==> src/hw/rtl/assert_macros.svh <==
// ----------------------------------------------------------------------------
// assert_macros.svh
// Clocked assertion helpers used by the top-level RTL file.
// ----------------------------------------------------------------------------
`ifndef ASSERT_MACROS_SVH
`define ASSERT_MACROS_SVH

// Expression must hold on every clock edge outside reset.
`define ASSERT_ALWAYS(lbl, clk, rst, expr, msg) \
   lbl: assert property (@(posedge clk) disable iff (rst) (expr)) else $error(msg);

// Consequent must hold in the cycle after the antecedent.
`define ASSERT_NEXT(lbl, clk, rst, ante, cons, msg) \
   lbl: assert property (@(posedge clk) disable iff (rst) (ante) |=> (cons)) else $error(msg);

// Consequent must hold in the same cycle as the antecedent.
`define ASSERT_SAME(lbl, clk, rst, ante, cons, msg) \
   lbl: assert property (@(posedge clk) disable iff (rst) (ante) |-> (cons)) else $error(msg);

`endif

==> src/hw/rtl/ffcc_pkg.sv <==
// ----------------------------------------------------------------------------
// ffcc_pkg
// Types and constants of the fixed frame command checker.
// ----------------------------------------------------------------------------
package ffcc_pkg;

   // ASCII characters used by the frame format
   localparam logic [7:0] CH_START = 8'h53;  // 'S'
   localparam logic [7:0] CH_END   = 8'h45;  // 'E'
   localparam logic [7:0] CH_ZERO  = 8'h30;  // '0'
   localparam logic [7:0] CH_NINE  = 8'h39;  // '9'

   // 'S' plus four header digits
   localparam int HEADER_BYTES = 5;
   // payload characters emitted at most
   localparam int MAX_CHARS    = 20;
   localparam int NCHAR_W      = 5;
   localparam int NUM_W        = 7;

   // result kinds
   typedef enum logic [1:0] {
      REPLY_ACK    = 2'd0,
      REPLY_REJECT = 2'd1,
      REPLY_CHAR   = 2'd2
   } reply_type;

   // frame-end event from parser to emitter
   typedef struct packed {
      logic                 valid;
      logic                 reject;
      logic [NUM_W-1:0]     command;
      logic [NUM_W-1:0]     arg_length;
      logic [NCHAR_W-1:0]   nchars;
   } frame_evt_type;

endpackage

==> src/hw/rtl/ffcc_frame_mem.sv <==
// ----------------------------------------------------------------------------
// ffcc_frame_mem
// Frame byte store: one write port, one read port, registered read data.
// ----------------------------------------------------------------------------
module ffcc_frame_mem #(
   parameter int FRAME_BYTES = 26
) (
   input  logic                           clock,
   input  logic                           wr_en,
   input  logic [$clog2(FRAME_BYTES)-1:0] wr_addr,
   input  logic [7:0]                     wr_data,
   input  logic                           rd_en,
   input  logic [$clog2(FRAME_BYTES)-1:0] rd_addr,
   output logic [7:0]                     rd_data
);

   logic [7:0] mem [FRAME_BYTES];
   logic [7:0] rd_data_ff;

   // write port
   always_ff @(posedge clock) begin
      if (wr_en) begin
         mem[wr_addr] <= wr_data;
      end
   end

   // read port, data holds until the next read
   always_ff @(posedge clock) begin
      if (rd_en) begin
         rd_data_ff <= mem[rd_addr];
      end
   end

   assign rd_data = rd_data_ff;

endmodule

==> src/hw/rtl/ffcc_parser.sv <==
// ----------------------------------------------------------------------------
// ffcc_parser
// Stores incoming bytes, checks header and padding on the fly, and flags
// the end of each frame.
// ----------------------------------------------------------------------------
module ffcc_parser #(
   parameter int FRAME_BYTES = 26
) (
   input  logic                           clock,
   input  logic                           reset,
   input  logic                           byte_accept,
   input  logic [7:0]                     byte_in,
   output logic                           wr_en,
   output logic [$clog2(FRAME_BYTES)-1:0] wr_addr,
   output logic [7:0]                     wr_data,
   output ffcc_pkg::frame_evt_type        evt
);

   localparam int ADDR_W   = $clog2(FRAME_BYTES);
   localparam int LAST_POS = FRAME_BYTES - 1;
   localparam int AREA     = FRAME_BYTES - ffcc_pkg::HEADER_BYTES - 1;
   localparam int LIMIT    = (AREA < ffcc_pkg::MAX_CHARS) ? AREA : ffcc_pkg::MAX_CHARS;

   logic [ADDR_W-1:0]          pos_ff, pos_in;
   logic                       hdr_ok_ff, hdr_ok_in;
   logic                       pad_ok_ff, pad_ok_in;
   logic [ffcc_pkg::NUM_W-1:0] cmd_ff, cmd_in;
   logic [ffcc_pkg::NUM_W-1:0] len_ff, len_in;

   logic                       take;
   logic                       is_digit;
   logic [3:0]                 digit;
   logic [ffcc_pkg::NUM_W-1:0] tens;
   logic [7:0]                 pos_w;
   logic                       at_end;
   logic                       frame_done;
   logic                       pad_zone;

   // byte decode
   assign take     = byte_accept && (byte_in != 8'd0);
   assign is_digit = (byte_in >= ffcc_pkg::CH_ZERO) && (byte_in <= ffcc_pkg::CH_NINE);
   assign digit    = byte_in[3:0];
   assign tens     = 7'({digit, 3'b000}) + 7'({digit, 1'b0});
   assign pos_w    = 8'(pos_ff);
   assign at_end   = (pos_w == 8'(LAST_POS));
   assign frame_done = at_end || (byte_in == ffcc_pkg::CH_END);
   assign pad_zone = (pos_w >= 8'(ffcc_pkg::HEADER_BYTES)) && !at_end &&
                     (pos_w >= (8'(len_ff) + 8'(ffcc_pkg::HEADER_BYTES)));

   // header, padding and count update
   always_comb begin
      hdr_ok_in = hdr_ok_ff;
      pad_ok_in = pad_ok_ff;
      cmd_in    = cmd_ff;
      len_in    = len_ff;
      if (pos_w == 8'd0) begin
         hdr_ok_in = (byte_in == ffcc_pkg::CH_START);
         pad_ok_in = 1'b1;
      end else if (pos_w < 8'(ffcc_pkg::HEADER_BYTES)) begin
         hdr_ok_in = hdr_ok_ff && is_digit;
      end
      if (pos_w == 8'd1) cmd_in = tens;
      if (pos_w == 8'd2) cmd_in = cmd_ff + 7'(digit);
      if (pos_w == 8'd3) len_in = tens;
      if (pos_w == 8'd4) len_in = len_ff + 7'(digit);
      if (pad_zone && (byte_in != ffcc_pkg::CH_ZERO)) pad_ok_in = 1'b0;
      pos_in = frame_done ? '0 : pos_ff + 1'b1;
   end

   always_ff @(posedge clock) begin
      if (reset) begin
         pos_ff <= '0;
      end else if (take) begin
         pos_ff <= pos_in;
      end
   end

   always_ff @(posedge clock) begin
      if (take) begin
         hdr_ok_ff <= hdr_ok_in;
         pad_ok_ff <= pad_ok_in;
         cmd_ff    <= cmd_in;
         len_ff    <= len_in;
      end
   end

   // store write
   assign wr_en   = take;
   assign wr_addr = pos_ff;
   assign wr_data = byte_in;

   // frame-end event; header and padding are final before the last byte
   always_comb begin
      evt.valid      = take && frame_done;
      evt.reject     = !(at_end && (byte_in == ffcc_pkg::CH_END) && hdr_ok_ff && pad_ok_ff);
      evt.command    = cmd_ff;
      evt.arg_length = len_ff;
      evt.nchars     = (len_ff > 7'(LIMIT)) ? 5'(LIMIT) : 5'(len_ff);
   end

endmodule

==> src/hw/rtl/ffcc_emitter.sv <==
// ----------------------------------------------------------------------------
// ffcc_emitter
// Sends the reject, or the acknowledge followed by payload characters read
// from the frame store into the output register.
// ----------------------------------------------------------------------------
module ffcc_emitter #(
   parameter int FRAME_BYTES = 26
) (
   input  logic                           clock,
   input  logic                           reset,
   input  ffcc_pkg::frame_evt_type        evt,
   output logic                           busy,
   output logic                           rd_en,
   output logic [$clog2(FRAME_BYTES)-1:0] rd_addr,
   input  logic [7:0]                     rd_data,
   output logic                           rsp_tvalid,
   input  logic                           rsp_tready,
   output logic [23:0]                    rsp_tdata,
   output logic                           rsp_tlast
);

   localparam int ADDR_W = $clog2(FRAME_BYTES);

   typedef enum logic [3:0] {
      ST_IDLE = 4'b0001,
      ST_HEAD = 4'b0010,
      ST_READ = 4'b0100,
      ST_SEND = 4'b1000
   } state_type;

   state_type                    state_ff, state_in;
   logic                         reject_ff;
   logic [ffcc_pkg::NUM_W-1:0]   cmd_ff;
   logic [ffcc_pkg::NUM_W-1:0]   len_ff;
   logic [ffcc_pkg::NCHAR_W-1:0] nch_ff;
   logic [ffcc_pkg::NCHAR_W-1:0] idx_ff, idx_in;

   logic                         out_valid_ff, out_valid_in;
   ffcc_pkg::reply_type          out_reply_ff, out_reply_in;
   logic [ffcc_pkg::NUM_W-1:0]   out_cmd_ff, out_cmd_in;
   logic [ffcc_pkg::NUM_W-1:0]   out_len_ff, out_len_in;
   logic [7:0]                   out_char_ff, out_char_in;
   logic                         out_last_ff, out_last_in;

   logic                         out_free;
   logic                         char_last;

   assign out_free  = !out_valid_ff || rsp_tready;
   assign char_last = (idx_ff + 1'b1) == nch_ff;

   // sequencer
   always_comb begin
      state_in     = state_ff;
      idx_in       = idx_ff;
      rd_en        = 1'b0;
      out_valid_in = out_valid_ff && !rsp_tready;
      out_reply_in = out_reply_ff;
      out_cmd_in   = out_cmd_ff;
      out_len_in   = out_len_ff;
      out_char_in  = out_char_ff;
      out_last_in  = out_last_ff;
      unique case (state_ff)
         ST_IDLE: begin
            if (evt.valid) state_in = ST_HEAD;
         end
         ST_HEAD: begin
            if (out_free) begin
               out_valid_in = 1'b1;
               out_char_in  = 8'd0;
               if (reject_ff) begin
                  out_reply_in = ffcc_pkg::REPLY_REJECT;
                  out_cmd_in   = '0;
                  out_len_in   = '0;
                  out_last_in  = 1'b1;
                  state_in     = ST_IDLE;
               end else begin
                  out_reply_in = ffcc_pkg::REPLY_ACK;
                  out_cmd_in   = cmd_ff;
                  out_len_in   = len_ff;
                  out_last_in  = (nch_ff == '0);
                  idx_in       = '0;
                  state_in     = (nch_ff == '0) ? ST_IDLE : ST_READ;
               end
            end
         end
         ST_READ: begin
            rd_en    = 1'b1;
            state_in = ST_SEND;
         end
         ST_SEND: begin
            if (out_free) begin
               out_valid_in = 1'b1;
               out_reply_in = ffcc_pkg::REPLY_CHAR;
               out_cmd_in   = '0;
               out_len_in   = '0;
               out_char_in  = rd_data;
               out_last_in  = char_last;
               idx_in       = idx_ff + 1'b1;
               state_in     = char_last ? ST_IDLE : ST_READ;
            end
         end
         default: state_in = ST_IDLE;
      endcase
   end

   // payload positions start after the header
   assign rd_addr = ADDR_W'(8'(idx_ff) + 8'(ffcc_pkg::HEADER_BYTES));

   always_ff @(posedge clock) begin
      if (reset) begin
         state_ff     <= ST_IDLE;
         out_valid_ff <= 1'b0;
      end else begin
         state_ff     <= state_in;
         out_valid_ff <= out_valid_in;
      end
   end

   always_ff @(posedge clock) begin
      idx_ff       <= idx_in;
      out_reply_ff <= out_reply_in;
      out_cmd_ff   <= out_cmd_in;
      out_len_ff   <= out_len_in;
      out_char_ff  <= out_char_in;
      out_last_ff  <= out_last_in;
      if ((state_ff == ST_IDLE) && evt.valid) begin
         reject_ff <= evt.reject;
         cmd_ff    <= evt.command;
         len_ff    <= evt.arg_length;
         nch_ff    <= evt.nchars;
      end
   end

   assign busy       = (state_ff != ST_IDLE);
   assign rsp_tvalid = out_valid_ff;
   assign rsp_tdata  = {out_char_ff, out_len_ff, out_cmd_ff, out_reply_ff};
   assign rsp_tlast  = out_last_ff;

endmodule

==> src/hw/rtl/fixed_frame_command_checker_unit.sv <==
// ----------------------------------------------------------------------------
// fixed_frame_command_checker_unit
// Collects fixed-size command frames from a byte stream, checks them and
// answers with a reject, or an acknowledge followed by payload characters.
//
//   channel   dir  fields                                     handshake
//   req_      in   tdata: rx_byte                             tvalid/tready
//   rsp_      out  tdata: reply,command,arg_length,arg_char   tvalid/tready
//                  tlast: last
//
// A byte that does not close a frame is taken while ready stays high.
// A frame-closing byte drops ready while the answer is sent: a reject, or an
// acknowledge followed by a store read and then a send per payload character,
// with each send held while the output register waits on rsp_tready.
// Reset clears the byte position and the sequencer; the frame store needs
// no clearing, every byte checked or sent is written in the same frame.
// ----------------------------------------------------------------------------
`include "assert_macros.svh"

module fixed_frame_command_checker_unit #(
   parameter int FRAME_BYTES = 26
) (
   input  logic        clock,
   input  logic        reset,
   input  logic        req_tvalid,
   output logic        req_tready,
   input  logic [7:0]  req_tdata,   // [7:0] rx_byte
   output logic        rsp_tvalid,
   input  logic        rsp_tready,
   output logic [23:0] rsp_tdata,   // [1:0] reply, [8:2] command,
                                    // [15:9] arg_length, [23:16] arg_char
   output logic        rsp_tlast    // last
);

   localparam int ADDR_W = $clog2(FRAME_BYTES);

   logic                    busy;
   logic                    wr_en;
   logic [ADDR_W-1:0]       wr_addr;
   logic [7:0]              wr_data;
   logic                    rd_en;
   logic [ADDR_W-1:0]       rd_addr;
   logic [7:0]              rd_data;
   ffcc_pkg::frame_evt_type evt;
   logic                    rsp_is_reject;
   logic                    rsp_is_empty_ack;

   // bytes are taken only while no frame answer is in progress
   assign req_tready = !busy;

   ffcc_parser #(.FRAME_BYTES(FRAME_BYTES)) u_parser (
      .clock       (clock),
      .reset       (reset),
      .byte_accept (req_tvalid && req_tready),
      .byte_in     (req_tdata),
      .wr_en       (wr_en),
      .wr_addr     (wr_addr),
      .wr_data     (wr_data),
      .evt         (evt)
   );

   ffcc_frame_mem #(.FRAME_BYTES(FRAME_BYTES)) u_mem (
      .clock   (clock),
      .wr_en   (wr_en),
      .wr_addr (wr_addr),
      .wr_data (wr_data),
      .rd_en   (rd_en),
      .rd_addr (rd_addr),
      .rd_data (rd_data)
   );

   ffcc_emitter #(.FRAME_BYTES(FRAME_BYTES)) u_emitter (
      .clock      (clock),
      .reset      (reset),
      .evt        (evt),
      .busy       (busy),
      .rd_en      (rd_en),
      .rd_addr    (rd_addr),
      .rd_data    (rd_data),
      .rsp_tvalid (rsp_tvalid),
      .rsp_tready (rsp_tready),
      .rsp_tdata  (rsp_tdata),
      .rsp_tlast  (rsp_tlast)
   );

   // result kind decode for the checks
   assign rsp_is_reject    = rsp_tvalid && (rsp_tdata[1:0] == ffcc_pkg::REPLY_REJECT);
   assign rsp_is_empty_ack = rsp_tvalid && (rsp_tdata[1:0] == ffcc_pkg::REPLY_ACK) &&
                             (rsp_tdata[15:9] == 7'd0);

   // checks
   `ASSERT_NEXT(a_evt_busy, clock, reset, evt.valid, busy, "frame end did not start answer")
   `ASSERT_ALWAYS(a_no_rw_overlap, clock, reset, !(wr_en && rd_en), "store write during read")
   `ASSERT_SAME(a_reject_last, clock, reset, rsp_is_reject, rsp_tlast, "reject without last")
   `ASSERT_SAME(a_empty_ack_last, clock, reset, rsp_is_empty_ack, rsp_tlast, "empty ack no last")

endmodule
==> config.mk <==
export PLATFORM = sky130hd
export DESIGN_NAME = fixed_frame_command_checker_unit
export DESIGN_NICKNAME = d
export VERILOG_FILES = /design/src/hw/rtl/ffcc_pkg.sv /design/src/hw/rtl/ffcc_frame_mem.sv /design/src/hw/rtl/ffcc_parser.sv /design/src/hw/rtl/ffcc_emitter.sv /design/src/hw/rtl/fixed_frame_command_checker_unit.sv
export VERILOG_INCLUDE_DIRS = /design/src /design/src/hw/rtl
export SDC_FILE = /design/constraint.sdc
export NUM_CORES = 1
export LEC_CHECK = 0
export ABC_AREA = 1
export BUFFER_PORTS_ARGS = -buffer_cell sky130_fd_sc_hd__buf_2
export CAP_MARGIN = 20
export CORE_UTILIZATION = 56
export DETAILED_ROUTE_END_ITERATION = 16
export PLACE_DENSITY = 0.73
export SYNTH_ARGS = -nofsm -noshare
export SYNTH_HDL_FRONTEND = slang
export SYNTH_SLANG_ARGS = --single-unit
export TNS_END_PERCENT = 10
==> constraint.sdc <==
create_clock -name clock -period 2.9 [get_ports clock]
set_input_delay 0.29 -clock clock [delete_from_list [all_inputs] [get_ports clock]]
set_output_delay 0.29 -clock clock [all_outputs]
set_load 0.005 [all_outputs]
# == After elaboration in Yosys (flattened, before gate mapping) ==
# Memory sizes are Yosys's and may differ from the RTL's. A register that Yosys moved wholly into a read port is not among the register bits.
# Cells that the tools add are included.
# totals
regBits,76
mem_bits_rw,208
in_bits,12
output_inout_bits,27
wordCells,127
n_memories,1
# mem_list
name,words,word_bits,read_ports,rd_ports_with_merged_regs,write_ports,line_no,text
u_mem.mem,26,8,1,1,1,ffcc_frame_mem.sv:17,logic [7:0] mem [FRAME_BYTES];
# classes
add_sub_neg,7
magnitude_cmp,6
eq_ne,18
n_mux,42
reduce_logical,36
# ops
cell,n
two-way mux 7 bit,9
one-hot mux 7 bit (2 select lines),2
two-way mux 5 bit,4
"== test 8 x 7 -> 1 bit, second input constant",2
two-way mux 4 bit,4
two-way mux 8 bit,2
one-hot mux 4 bit (4 select lines),1
one-hot mux 8 bit (2 select lines),1
adder 7 x 4 -> 7 bit,2
logical AND 1 bit,13
two-way mux 1 bit,12
"adder 5 x 1 -> 5 bit, second input constant",2
"== test 5 x 2 -> 1 bit, second input constant",2
one-hot mux 5 bit (2 select lines),1
nonzero test 2 bit,5
"adder 7 x 3 -> 8 bit, second input constant",1
greater-or-equal comparator 5 x 8 -> 1 bit,1
"greater-or-equal comparator 8 x 6 -> 1 bit, second input constant",1
"<= comparator 8 x 6 -> 1 bit, second input constant",1
logical NOT 8 bit,1
"!= test 8 x 6 -> 1 bit, second input constant",1
AND reduction 2 bit,4
nonzero test 8 bit,1
adder 7 x 5 -> 7 bit,1
25 further kinds,35

# == Logic depth before layout (Yosys ltp) ==
# Gate-level depths: netlist of run 1.
# depth
word_depth,7
ltp_mapped,14

# == Cells and area by module ==
# From an unflattened synthesis of run 1, not the netlist that was laid out.
# unflattened
hier_cells,1247
hier_area_um2,13112.6
# by_module_without_submodules
mod,n_inst,cells_per_inst,area_per_inst_um2
ffcc_frame_mem,1,801,8981.1
ffcc_emitter,1,199,2244.7
ffcc_parser,1,244,1873.0
fixed_frame_command_checker_unit,1,3,13.8

# == Worst setup path after synthesis of run 1 ==
# OpenSTA, ideal clock, no wires.
# synth_path
kind,reg-to-reg
start,reg u_emitter.state_ff[1]
end,reg u_emitter.idx_ff[0] (netlist name) (enable)
setup_ps,314
arrival_ps,2337
required_ps,2586
path_slack_ps,249
stages_incl_launch_ff,5
n_path_buf,0
synth_period_minus_slack_ps,2651
cell_sequence,dfxtp_1 -> inv_1 -> nand4_1 -> a21oi_1 -> o21a_1
# synth_via
elab_chain_cells,3
# synth_rtl
item,line_no,text
start: declaration,ffcc_emitter.sv:31,"state_type state_ff, state_in;"
start signal: assignment,ffcc_emitter.sv:114,state_ff <= state_in;
== test 4 x 2 -> 1 bit or == test 4 bit (tied branches),ffcc_emitter.sv:62,unique case (state_ff)
"!= test 2 bit (no source line), or another cell as far along",n/a,
AND reduction 4 bit (no source line) (*),n/a,
end signal: assignment,ffcc_emitter.sv:120,idx_ff <= idx_in;
end: declaration,ffcc_emitter.sv:36,"logic [ffcc_pkg::NCHAR_W-1:0] idx_ff, idx_in;"
# Mark *: on every way between the ends. The rest lies on a longest branch, timed or not.
# A chain may end at the register's enable or synchronous reset.

# == Final worst setup path of run 1 ==
# layout_path
start,reg u_emitter.state_ff[3]
end,mem u_mem.mem[16][6] (enable)
# layout_via
elab_chain_cells,6
# layout_rtl
item,line_no,text
!= test 4 x 1 -> 1 bit,ffcc_emitter.sv:134,assign busy = (state_ff != ST_IDLE);
logical NOT 1 bit,fixed_frame_command_checker_unit.sv:49,assign req_tready = !busy;
logical AND 1 bit,fixed_frame_command_checker_unit.sv:54,".byte_accept (req_tvalid && req_tready),"
logical AND 1 bit,ffcc_parser.sv:40,assign take = byte_accept && (byte_in != 8'd0);
two-way mux 1 bit,ffcc_frame_mem.sv:22,if (wr_en) begin
two-way mux 1 bit (not written as such),ffcc_frame_mem.sv:23,mem[wr_addr] <= wr_data;
end: declaration,ffcc_frame_mem.sv:17,
# Every way passes these cells.

==> run summary, run 1 <==
The number of max-slew violations in the final report came out at 0. The final-layout fill cell count came out at between 1,500 and 2,000. The fraction of post-synthesis cell area in the top cell type by area is 0.6687. Timing would allow up to 416.2 MHz.

Together, buffers and inverters on the worst path number 1. Ranked by total cell area, the synthesized netlist is headed by sky130_fd_sc_hd__edfxtp_1 67%, sky130_fd_sc_hd__nor2_1 6.7%, sky130_fd_sc_hd__o21ai_0 4.9%. The total routing resource utilization after global routing came out at 0.2531. The maximum fanout along the worst path is 8. The root buffer cell chosen for the clock tree is sky130_fd_sc_hd__clkbuf_16. The checks that failed: design-rule violations. Summing internal, switching and leakage power gives 8583 uW. In the global route stage, met1 resource usage came out at 0.3268. The TritonCTS clock tree is done.

The floorplan has 54 rows. The detail route stage leaves a number of antenna-violating nets equal to 0. STA classifies the critical path startpoint as a flip-flop. The total area of sequential cells came out at roughly 8700 um^2. Cell internal power was estimated by the tool at roughly 6800 uW. The core area came out at approximately 22,000 um^2.

The area growth from synthesis to layout is 13.12%. The routing usage on met3 is 0.03953. In the synthesized netlist, the cells that appear most often are 282 x sky130_fd_sc_hd__edfxtp_1, 226 x sky130_fd_sc_hd__nor2_1, 127 x sky130_fd_sc_hd__nand2_1.

The number of DRC violations after detailed-routing iteration 0 is roughly 800. After clock tree synthesis, the repair step resized 0 gates. For this configuration, the core starts out at a cell density of 0.5749. For this run, the slowest stage of the critical path takes ~0.63 ns. For this run, global-route usage on met2 was measured as 0.4356.

The synthesized design contains 282 enable-type register cells. Of the total power, combinational logic draws 0.032. The path depth of the worst reg2reg path came out at 7. The arithmetic-cell share of the synthesized area counting full adders, half adders and majority gates came out at 0.02648. The horizontal extent of the die came out at 152.4 um. The number of standard cells after synthesis came out at ~1,100. Power spread over the standard cell area amounts to 599.2 nW/um^2. After synthesis, the share of cell area in mux cells is 0. In the post-synthesis netlist, the cell with the most instances is sky130_fd_sc_hd__edfxtp_1. The area of the die came out at ~23,000 um^2. The synthesized netlist contains 37 unique library cells. The clock tree skew after final layout came out at 0.01358 ns.

For hold timing, the worst endpoint is u_mem.mem[5][6]. The flop-to-flop setup slack came out at approximately 0.50 ns. The number of clock sinks seen by CTS came out at 292. Of the total power, the clock network draws 0.424. The sequential cell fraction of total power came out at 0.544. The net switching share of the total power came out at 0.2021. The final-stage net count is 1,220. The weighted congestion at the end of routability-driven global placement is 0.8622. At the worst endpoint, the required time is roughly 3.1 ns. The highest ir drop seen on vdd is 479.5 uV.

The worst setup path is captured at a flip-flop. The final global-route overflow total is 0. The initial antenna violation count is 0. The count of input and output buffers came out at 38. The normalized max-slew margin came out at 0.4839.

In the synthesized netlist the dominant register cell turns out to be sky130_fd_sc_hd__edfxtp_1. The wire length of the first global-routing pass is 45,060 um. The share of synthesized cell area in and, or, nand and nor gates came out at 0.1427. The hold path depth is 1. The via density per instance is 5.648. The count of max-cap constraint violations came out at 0. The share of the synthesized area in compound gates (AO/OA/AOI/OAI) is 0.09021. The warning count from the yosys run is 0. The routed length per instance came out at 19.14 um.

In the routed design, unresolved DRC markers number 3. Detailed placement finished with a half-perimeter wire length of 18,060 um. At the worst endpoint, the arrival time is 2.58 ns. The slowest stage of the critical path is the sky130_fd_sc_hd__nor2_1 cell.

The maximum level of the CTS H-tree is 1. The total via count in the routed design is around 8,400. The terminus of the critical flop-to-flop path is u_mem.mem[16][6].

The number of nets in the synthesized netlist came out at 1,146. The slew of the pin with the lowest slew margin is around 0.77 ns. The aggregate routed wire length is 28,470 um. The class of the worst hold path is in2reg.

The fraction of layout cells with a size suffix above 1 came out at 0.1268. Entering global routing, the biggest net connects 78 pins. The most critical setup path has its startpoint at u_emitter.state_ff[3]. Setup violations remaining at the end of the flow were counted as 0. The multi-input logic area is between 3000 and 4000 um^2. In this run the most used layer during global routing was met2. The run finished, with violations left. The total count of hold-check failures in the final report came to 0.

Dividing the synthesized area by the synthesized cell count gives about 11 um^2. The via count of the first global-routing pass is 8,286. The utilization after layout came out at 0.6504. The die height is 152.4 um. The total net switching power is 1734 uW. Clock latency on the worst-skew pair, taken at its later pin, is approximately 0.55 ns.

Setup repair after global routing left no endpoint under its margin. The antenna diode count is 0. The startpoint identified for the worst hold timing path is req_tdata[6]. The netlist area before placement came out at 12,660 um^2. In this run the critical register-to-register path is launched from u_emitter.state_ff[3]. The critical path goes through inv_2 > nand2_2 > nor3_4 > nand2_1 > nor2_2 > nand2_1 > nor2_1. 39 I/O pins were placed. The post-route cell area came out at 14,330 um^2. The period utilization came out at 0.8284. By area, the combinational part of the netlist is dominated by simple AND/OR/NAND/NOR gates. The async set-or-reset flop fraction in the synthesized netlist came out at 0.

The pre-antenna-repair detailed-routing pass consisted of 11 iterations. The share of the synthesized netlist area taken by xor and xnor gates is 0.01166. The post-layout minimum cycle time came out at 2.402 ns. The sequential share of the synthesized area came out at 0.6845. Clock-pin slew was measured on the worst setup and hold paths at 0.06 ns. The most numerous cell type found on the critical path is sky130_fd_sc_hd__nand2_1.

On the critical path the largest part of the delay comes from simple AND/OR/NAND/NOR gates. The dominant cell type by area after synthesis is sky130_fd_sc_hd__edfxtp_1. After routing, the total negative slack on setup checks comes to 0 ns. The worst setup path is of the reg2reg kind. The total leakage power came out at 0.005350 uW. The deepest clock path buffer count is 3. After detailed placement, the total cell area comes to 13,380 um^2. Counting flops and latches in the post-synthesis netlist gives 292.

The number of clock buffers inserted by TritonCTS came out at 30.
## timing repair
action,in CTS,in global routing
setup buffers,0,0
hold buffers,1,0
setup endpoints to repair,0,0
endpoints found under the hold margin,4,0
## power by group through the flow
stage | logic [uW] | clock network, uW | registers, uW
global placement | 264 | 0 | 4760
floorplan | 136 | 0 | 4750
detailed placement | 270 | 0 | 4760
CTS | 275 | 3690 | 4670
global route | 308 | 3860 | 4670
finish | 275 | 3640 | 4670
## layout by cell type, fill, tap and decap left out, types with 2 or more instances in the layout
master                      synthesis  layout
sky130_fd_sc_hd__a21oi_2            1       2
sky130_fd_sc_hd__nor2_2             2       2
sky130_fd_sc_hd__xnor2_1            3       3
sky130_fd_sc_hd__nand2_1          127     127
sky130_fd_sc_hd__nand3_1           48      48
sky130_fd_sc_hd__a21oi_1           18      17
sky130_fd_sc_hd__xor2_1            12      12
sky130_fd_sc_hd__edfxtp_1         282     282
sky130_fd_sc_hd__nor4_1             2       2
sky130_fd_sc_hd__nor3_1             6       6
sky130_fd_sc_hd__clkbuf_16          0      31
sky130_fd_sc_hd__nor2_1           226     226
sky130_fd_sc_hd__ha_1              22      21
sky130_fd_sc_hd__o21ai_1            8       8
sky130_fd_sc_hd__fa_1               3       3
sky130_fd_sc_hd__clkinv_1           0      11
sky130_fd_sc_hd__buf_2             21      38
sky130_fd_sc_hd__nand2_2            3       3
sky130_fd_sc_hd__o211ai_1          48      48
sky130_fd_sc_hd__clkbuf_1          18       6
sky130_fd_sc_hd__bufinv_16          0       2
sky130_fd_sc_hd__inv_1             85      84
sky130_fd_sc_hd__dfxtp_1           10      10
sky130_fd_sc_hd__inv_2              6       7
sky130_fd_sc_hd__or2_2              8       8
sky130_fd_sc_hd__buf_12             0       2
sky130_fd_sc_hd__buf_4              4      47
sky130_fd_sc_hd__o21ai_0          124     124
sky130_fd_sc_hd__clkinv_2           0       5
sky130_fd_sc_hd__nand4_1            9       9
## metal layers
metal  routed length, um  vias to the layer above
li1                    -                     4018
met1               11730                     4057
met2               14080                      266
met3                1744                       57
met4                 907                        0
met5                   0                        -
## state kept, by name (all words and copies together) (netlist names)
name,cells
u_emitter.out_reply_ff,2
u_parser.wr_addr,5
u_parser.len_ff,7
u_emitter.rsp_tvalid,1
u_parser.pad_ok_ff,1
u_parser.cmd_ff,7
u_mem.mem,208
u_emitter.reject_ff,1
u_parser.hdr_ok_ff,1
u_emitter.cmd_ff,7
u_emitter.len_ff,7
u_emitter.idx_ff,5
u_emitter.nch_ff,5
u_mem.rd_data,8
u_emitter.out_cmd_ff,7
u_emitter.out_char_ff,8
u_emitter.out_len_ff,7
u_emitter.rsp_tlast,1
u_emitter.state_ff,4
## worst reg2reg max path, delay by kind of cell, from the launching register on
family,cells,cell delay (ns)
and+or+nand+nor,6,1.64
DFF,1,0.33
buffers and inverters,1,0.07
## worst max-delay path by stage
stage,endpoint,cells after the start
6_report,u_mem.mem[16][6],7
3_5_place_dp,u_mem.mem[16][5],7
3_3_place_gp,u_mem.mem[16][4],7
2_1_floorplan,u_emitter.idx_ff[0],4
5_1_grt,u_mem.mem[16][0],7
4_1_cts,u_mem.mem[16][5],7
## layout make-up
cell class	instances	area share
Multi-Input combinational cell	680	0.2400
Sequential cell	292	0.6051
Clock inverter	19	0.009433
Tap cell	280	0.02446
Timing Repair Buffer	88	0.04140
Inverter	91	0.02384
Clock buffer	37	0.05573
## cell families (layout without fill, tap and decap cells)
family / count (synthesis) / after routing
simple gates: 437 / 437
flops: 292 / 292
compound gates: 202 / 202
buf+inv: 137 / 235
fa+ha+maj: 25 / 25
xor+xnor: 16 / 16
## per-stage QoR
step	instances	hold slack, ns	worst slack, ns
floorplan	1109	0.3591	0.2488
global placement	1430	0.4652	0.6572
detailed placement	1430	0.4692	0.5502
CTS	1487	0.06975	0.5853
global route	1487	0.09181	0.3409
finish	1487	0.08790	0.4976
(Power assumes the default switching activity.)
==> run 2, diff against run 1 <==
ABC_AREA = 0   (was 1)
PLACE_DENSITY = 0.76   (was 0.73)
clock period = 2.13 ns   (was 2.9 ns; I/O delays follow)
==> run 2 against run 1 <==
Net effect: hold slack worse by 0.052 ns; setup slack got worse by 0.59 ns; the run ends with negative setup slack left; sequential share of layout area down 2.2 points; critical path type unchanged; first-iteration DRC count fell by 12%.
==> run summary, run 2 <==
The type of the worst setup path is reg2reg (unchanged). The TritonCTS clock tree is done (unchanged). The via count of the first global-routing pass came out at 7,192 (was 8,286).

The total area of sequential cells is 8668 um^2 (unchanged). The wire length of the first global-routing pass is 41,940 um (was 45,060 um). The total power divided by cell area is 789.2 nW/um^2 (was 599.2 nW/um^2).

The count of input and output buffers came out at 38 (unchanged). The number of nets still failing antenna checks after routing came to 0 (unchanged). The required time at the endpoint of the critical path came out at 2.37 ns (was 3.08 ns).

The number of detailed-routing iterations run before antenna repair is 5 (was 11). The maximum fanout along the worst path came out at 8 (unchanged). The count of different cell masters after synthesis came out at 56 (was 37). The period utilization is 1.045 (was 0.8284). The aggregate routed wire length is 28,190 um (was 28,470 um).

The core area was 21,350 um^2 (was 22,030 um^2). The highest ir drop seen on vdd is 561.4 uV (was 479.5 uV). The post-layout minimum cycle time came out at 2.226 ns (was 2.402 ns). The total count of hold-check failures in the final report came out at 0 (unchanged). The utilization after layout came to 0.6958 (was 0.6504). The clock insertion delay at the later pin of the skew report is 0.55 ns (about the same). The timing startpoint of the critical path is u_emitter.state_ff[2] (was u_emitter.state_ff[3]). The number of DRC violations after detailed-routing iteration 0 came out at 705 (was 801). The fraction of post-synthesis cell area in the top cell type by area was 0.6851 (was 0.6687). Top cell types by occurrence after synthesis: 282 x sky130_fd_sc_hd__edfxtp_1, 58 x sky130_fd_sc_hd__nor2_1, 48 x sky130_fd_sc_hd__mux4_2, 48 x sky130_fd_sc_hd__nand2_1, 30 x sky130_fd_sc_hd__mux2i_1 (was 282 x sky130_fd_sc_hd__edfxtp_1, 226 x sky130_fd_sc_hd__nor2_1, 127 x sky130_fd_sc_hd__nand2_1). The flop-to-flop setup slack is -0.1 ns (was 0.50 ns). The number of clock buffers inserted by TritonCTS is 29 (was 30). The startpoint class of the critical path is a flip-flop (unchanged). The final routed DRC violation total was 0 (was 3). The arrival time at the worst endpoint was 2.47 ns (was 2.58 ns). The number of cells in the finished layout apart from fillers came to 1,179 (was 1,487). The deepest clock path buffer count came out at 3 (unchanged). The count of pins on the block boundary came out at 39 (unchanged). The number of failing setup endpoints in the final timing report is 100 (was 0). The warning count from the yosys run came out at 0 (unchanged).

The dominant delay contributor by cell family on the critical path is simple AND/OR/NAND/NOR gates (unchanged). The timing-limited maximum frequency is 449.2 MHz (was 416.2 MHz). The most flop-heavy register is u_mem.mem (unchanged).

The number of placement rows came out at 53 (was 54). The cell with the most instances after synthesis is sky130_fd_sc_hd__edfxtp_1 (unchanged). The count of max-cap constraint violations is 0 (unchanged). The largest stage delay on the critical path came out at 0.61 ns (was 0.63 ns). The terminus of the critical flop-to-flop path is u_mem.mem[10][5] (was u_mem.mem[16][6]). The final critical-path setup slack is -0.09604 ns (was 0.4976 ns). The buffer type at the clock tree root was sky130_fd_sc_hd__clkbuf_16 (unchanged). The end point of the critical path is u_mem.mem[10][5] (was u_mem.mem[16][6]). The sequential share of the synthesized area is 0.7013 (was 0.6845). The post-place setup slack came out at -0.1135 ns (was 0.5502 ns). The netlist area before placement is 12,360 um^2 (was 12,660 um^2). Most frequent cells in the layout: 282 x sky130_fd_sc_hd__edfxtp_1, 66 x sky130_fd_sc_hd__buf_4, 51 x sky130_fd_sc_hd__nor2_1 (was 282 x sky130_fd_sc_hd__edfxtp_1, 226 x sky130_fd_sc_hd__nor2_1, 127 x sky130_fd_sc_hd__nand2_1).

The total net switching power came out at 2382 uW (was 1734 uW). The flip-flop count of the largest register, all copies and words added came out at 208 (unchanged). The weighted congestion at the end of routability-driven global placement is 0.8681 (was 0.8622). The total routing resource utilization after global routing came out at 0.2535 (was 0.2531). The sequential cell fraction of total power is 0.543 (was 0.544).

The growth of design area from synthesis to finish is 20.19% (was 13.12%). RSZ-0062 raised after global routing: yes (was no). The fraction of layout cells with a size suffix above 1 came out at 0.3064 (was 0.1268).

The final-stage net count is 919 (was 1,220). The total via count in the routed design is 7,397 (was 8,398). Run status: finished with violations (unchanged).

The area of the die is 22,670 um^2 (was 23,220 um^2). The clock-pin slew on the worst setup and hold paths came out at 0.06 ns (about the same). The die height came to 150.6 um (was 152.4 um).

The post-route cell area came out at 14,860 um^2 (was 14,330 um^2). Synth top area cells: sky130_fd_sc_hd__edfxtp_1 69%, sky130_fd_sc_hd__mux4_2 8.7%, sky130_fd_sc_hd__mux2i_1 2.4% (was sky130_fd_sc_hd__edfxtp_1 67%, sky130_fd_sc_hd__nor2_1 6.7%, sky130_fd_sc_hd__o21ai_0 4.9%). The cell area after placement is 13,470 um^2 (was 13,380 um^2). The normalized max-slew margin came out at 0.3813 (was 0.4839). The instance count after placement with tap cells included was 1,111 (was 1,430). The critical path capture point type is a flip-flop (unchanged). The worst path buffer plus inverter count is 1 (unchanged). The number of clock sinks seen by CTS is 292 (unchanged). The effective utilization at floorplan came out at 0.5789 (was 0.5749).

The path depth of the worst reg2reg path came out at 5 (was 7). The startpoint of the tightest hold check path was rsp_tready (was req_tdata[6]). The final-layout fill cell count came out at 1,252 (was 1,673). The primary flip-flop cell chosen by synthesis mapping was sky130_fd_sc_hd__edfxtp_1 (unchanged).

The cell internal power dissipation is 9343 uW (was 6849 uW). The class of the worst hold path is in2reg (unchanged). The number of enable-type register cells in the synthesized netlist was 282 (unchanged). The via density per instance is 6.274 (was 5.648).

The number of standard cells after synthesis came out at 743 (was 1,109). The number of max-slew violations in the final report was 0 (unchanged). The pin count of the biggest net entering global routing came out at 27 (was 78). Failing checks: negative setup slack (was design-rule violations). The worst flop-to-flop path startpoint is u_emitter.state_ff[2] (was u_emitter.state_ff[3]). The dominant cell type by area after synthesis was sky130_fd_sc_hd__edfxtp_1 (unchanged). The multi-input logic area came out at 3659 um^2 (was 3438 um^2). The clock share of power was 0.422 (was 0.424). The slew of the pin with the lowest slew margin is 0.9224 ns (was 0.7742 ns). The net switching share of the total power is 0.2031 (was 0.2021). The antenna diode count is 0 (unchanged).

The initial antenna violation count was 0 (unchanged). The maximum level of the CTS H-tree came out at 1 (unchanged). The clock tree skew after final layout is 0.01583 ns (was 0.01358 ns). The average size of a mapped cell is 16.64 um^2 (was 11.42 um^2). The final global-route overflow total came out at 0 (unchanged). The async set-or-reset flop fraction in the synthesized netlist was 0 (unchanged). Critical path, cell by cell: or4b_4 > a211oi_4 > nand2_1 > nor2_1 > buf_4 (was inv_2 > nand2_2 > nor3_4 > nand2_1 > nor2_2 > nand2_1 > nor2_1).

The HPWL after detailed placement came out at 17,970 um (was 18,060 um). The cell type of the slowest stage on the worst timing path is sky130_fd_sc_hd__or4b_4 (was sky130_fd_sc_hd__nor2_1). The horizontal extent of the die is 150.6 um (was 152.4 um). The count of cell instances traversed by the critical path came to 5 (was 7). The routed length per instance came out at 23.91 um (was 19.14 um). The combinational group share of total power came out at 0.035 (was 0.032). The number of nets in the synthesized netlist came to 780 (was 1,146). The total leakage power is 0.005136 uW (was 0.005350 uW). The register bit total from synthesis came out at 292 (unchanged). The most frequent standard cell in the layout excluding fill and tap cells was sky130_fd_sc_hd__edfxtp_1 (unchanged).
run 2: changes by cell type after synthesis, moves of 11 or more:
cell	before	now
sky130_fd_sc_hd__o211ai_1	48	2
sky130_fd_sc_hd__mux4_2	0	48
sky130_fd_sc_hd__inv_1	85	22
sky130_fd_sc_hd__buf_2	21	10
sky130_fd_sc_hd__and3_1	0	17
sky130_fd_sc_hd__nand2_1	127	48
sky130_fd_sc_hd__nand3_1	48	11
sky130_fd_sc_hd__mux2i_1	0	30
sky130_fd_sc_hd__and2_1	0	16
sky130_fd_sc_hd__nor2_1	226	58
sky130_fd_sc_hd__o21ai_0	124	16
sky130_fd_sc_hd__xnor2_1	3	15
run 2: worst min-delay path: cells and delay by family:
family | cells | cell delay [ns]
AND/OR/NAND/NOR | 2 | 0.11
AO/OA/AOI/OAI | 1 | 0.13
buffers and inverters | 1 | 0.08
run 2: worst min-delay path by stage:
stage                                       end  slack (ns)  cells after the start
after detailed placement   u_emitter.rsp_tvalid        0.46                      2
after CTS                  u_emitter.rsp_tvalid        0.01                      4
after global placement     u_emitter.rsp_tvalid        0.45                      2
final                     u_emitter.state_ff[1]        0.04                      4
after floorplan            u_emitter.rsp_tvalid        0.29                      1
after global routing            u_mem.mem[1][4]        0.03                      1
run 2: power by group through the flow:
stage	Clock [uW]	Combinational, uW	Sequential (uW)
after floorplan	0	187	6470
after global placement	0	361	6480
after detailed placement	0	380	6490
after CTS	4990	389	6360
after global routing	5200	449	6370
final	4950	410	6360
run 2: through the flow:
| step | power [uW] | hold WS (ns) | TNS [ns] |
|---|---|---|---|
| after floorplan | 6662 | 0.2854 | -20.38 |
| after global placement | 6843 | 0.4466 | -0.6624 |
| after detailed placement | 6866 | 0.4625 | -7.695 |
| after CTS | 11750 | 0.01447 | -0.1549 |
| after global routing | 12020 | 0.02993 | -11.31 |
| final | 11720 | 0.03637 | -3.217 |
run 2: cell families (layout without fill, tap and decap cells):
family                     after synthesis  count (layout)  share of synthesized area
AOI/OAI and AO/OA                       77              77                    0.04545
xor gates and xnor gates                26              26                    0.01903
adders and majority gates               25              25                    0.02713
buffers and inverters                   52             213                    0.01812
DFF                                    292             292                     0.7013
muxes                                   80              80                     0.1136
and+or+nand+nor                        191             191                    0.07541
run 2: what timing repair did:
| action | in CTS | in global routing |
|---|---|---|
| endpoints found under the hold margin | 6 | 0 |
| gates cloned | 1 | 2 |
| setup endpoints to repair | 178 | 193 |
| pin swaps | 2 | 10 |
| buffers inserted | 4 | 7 |
| hold buffers | 2 | 0 |
| resized for setup | 15 | 59 |
run 2: per-layer routing:
layer  wire [um]  up-vias  track usage
met1       11320     3736       0.3485
met4         739        0      0.07400
met3        2388       63      0.04545
li1            -     3187            -
met5           0        -            0
met2       13740      411       0.4168
run 2: final cells by class:
cell class,instances,area share
multi-input cells,399,0.2463
repair buffers,138,0.07916
inverters,22,0.005558
well taps,275,0.02316
clock inverters,20,0.01255
flip-flops and latches,292,0.5835
clock buffers,33,0.04986
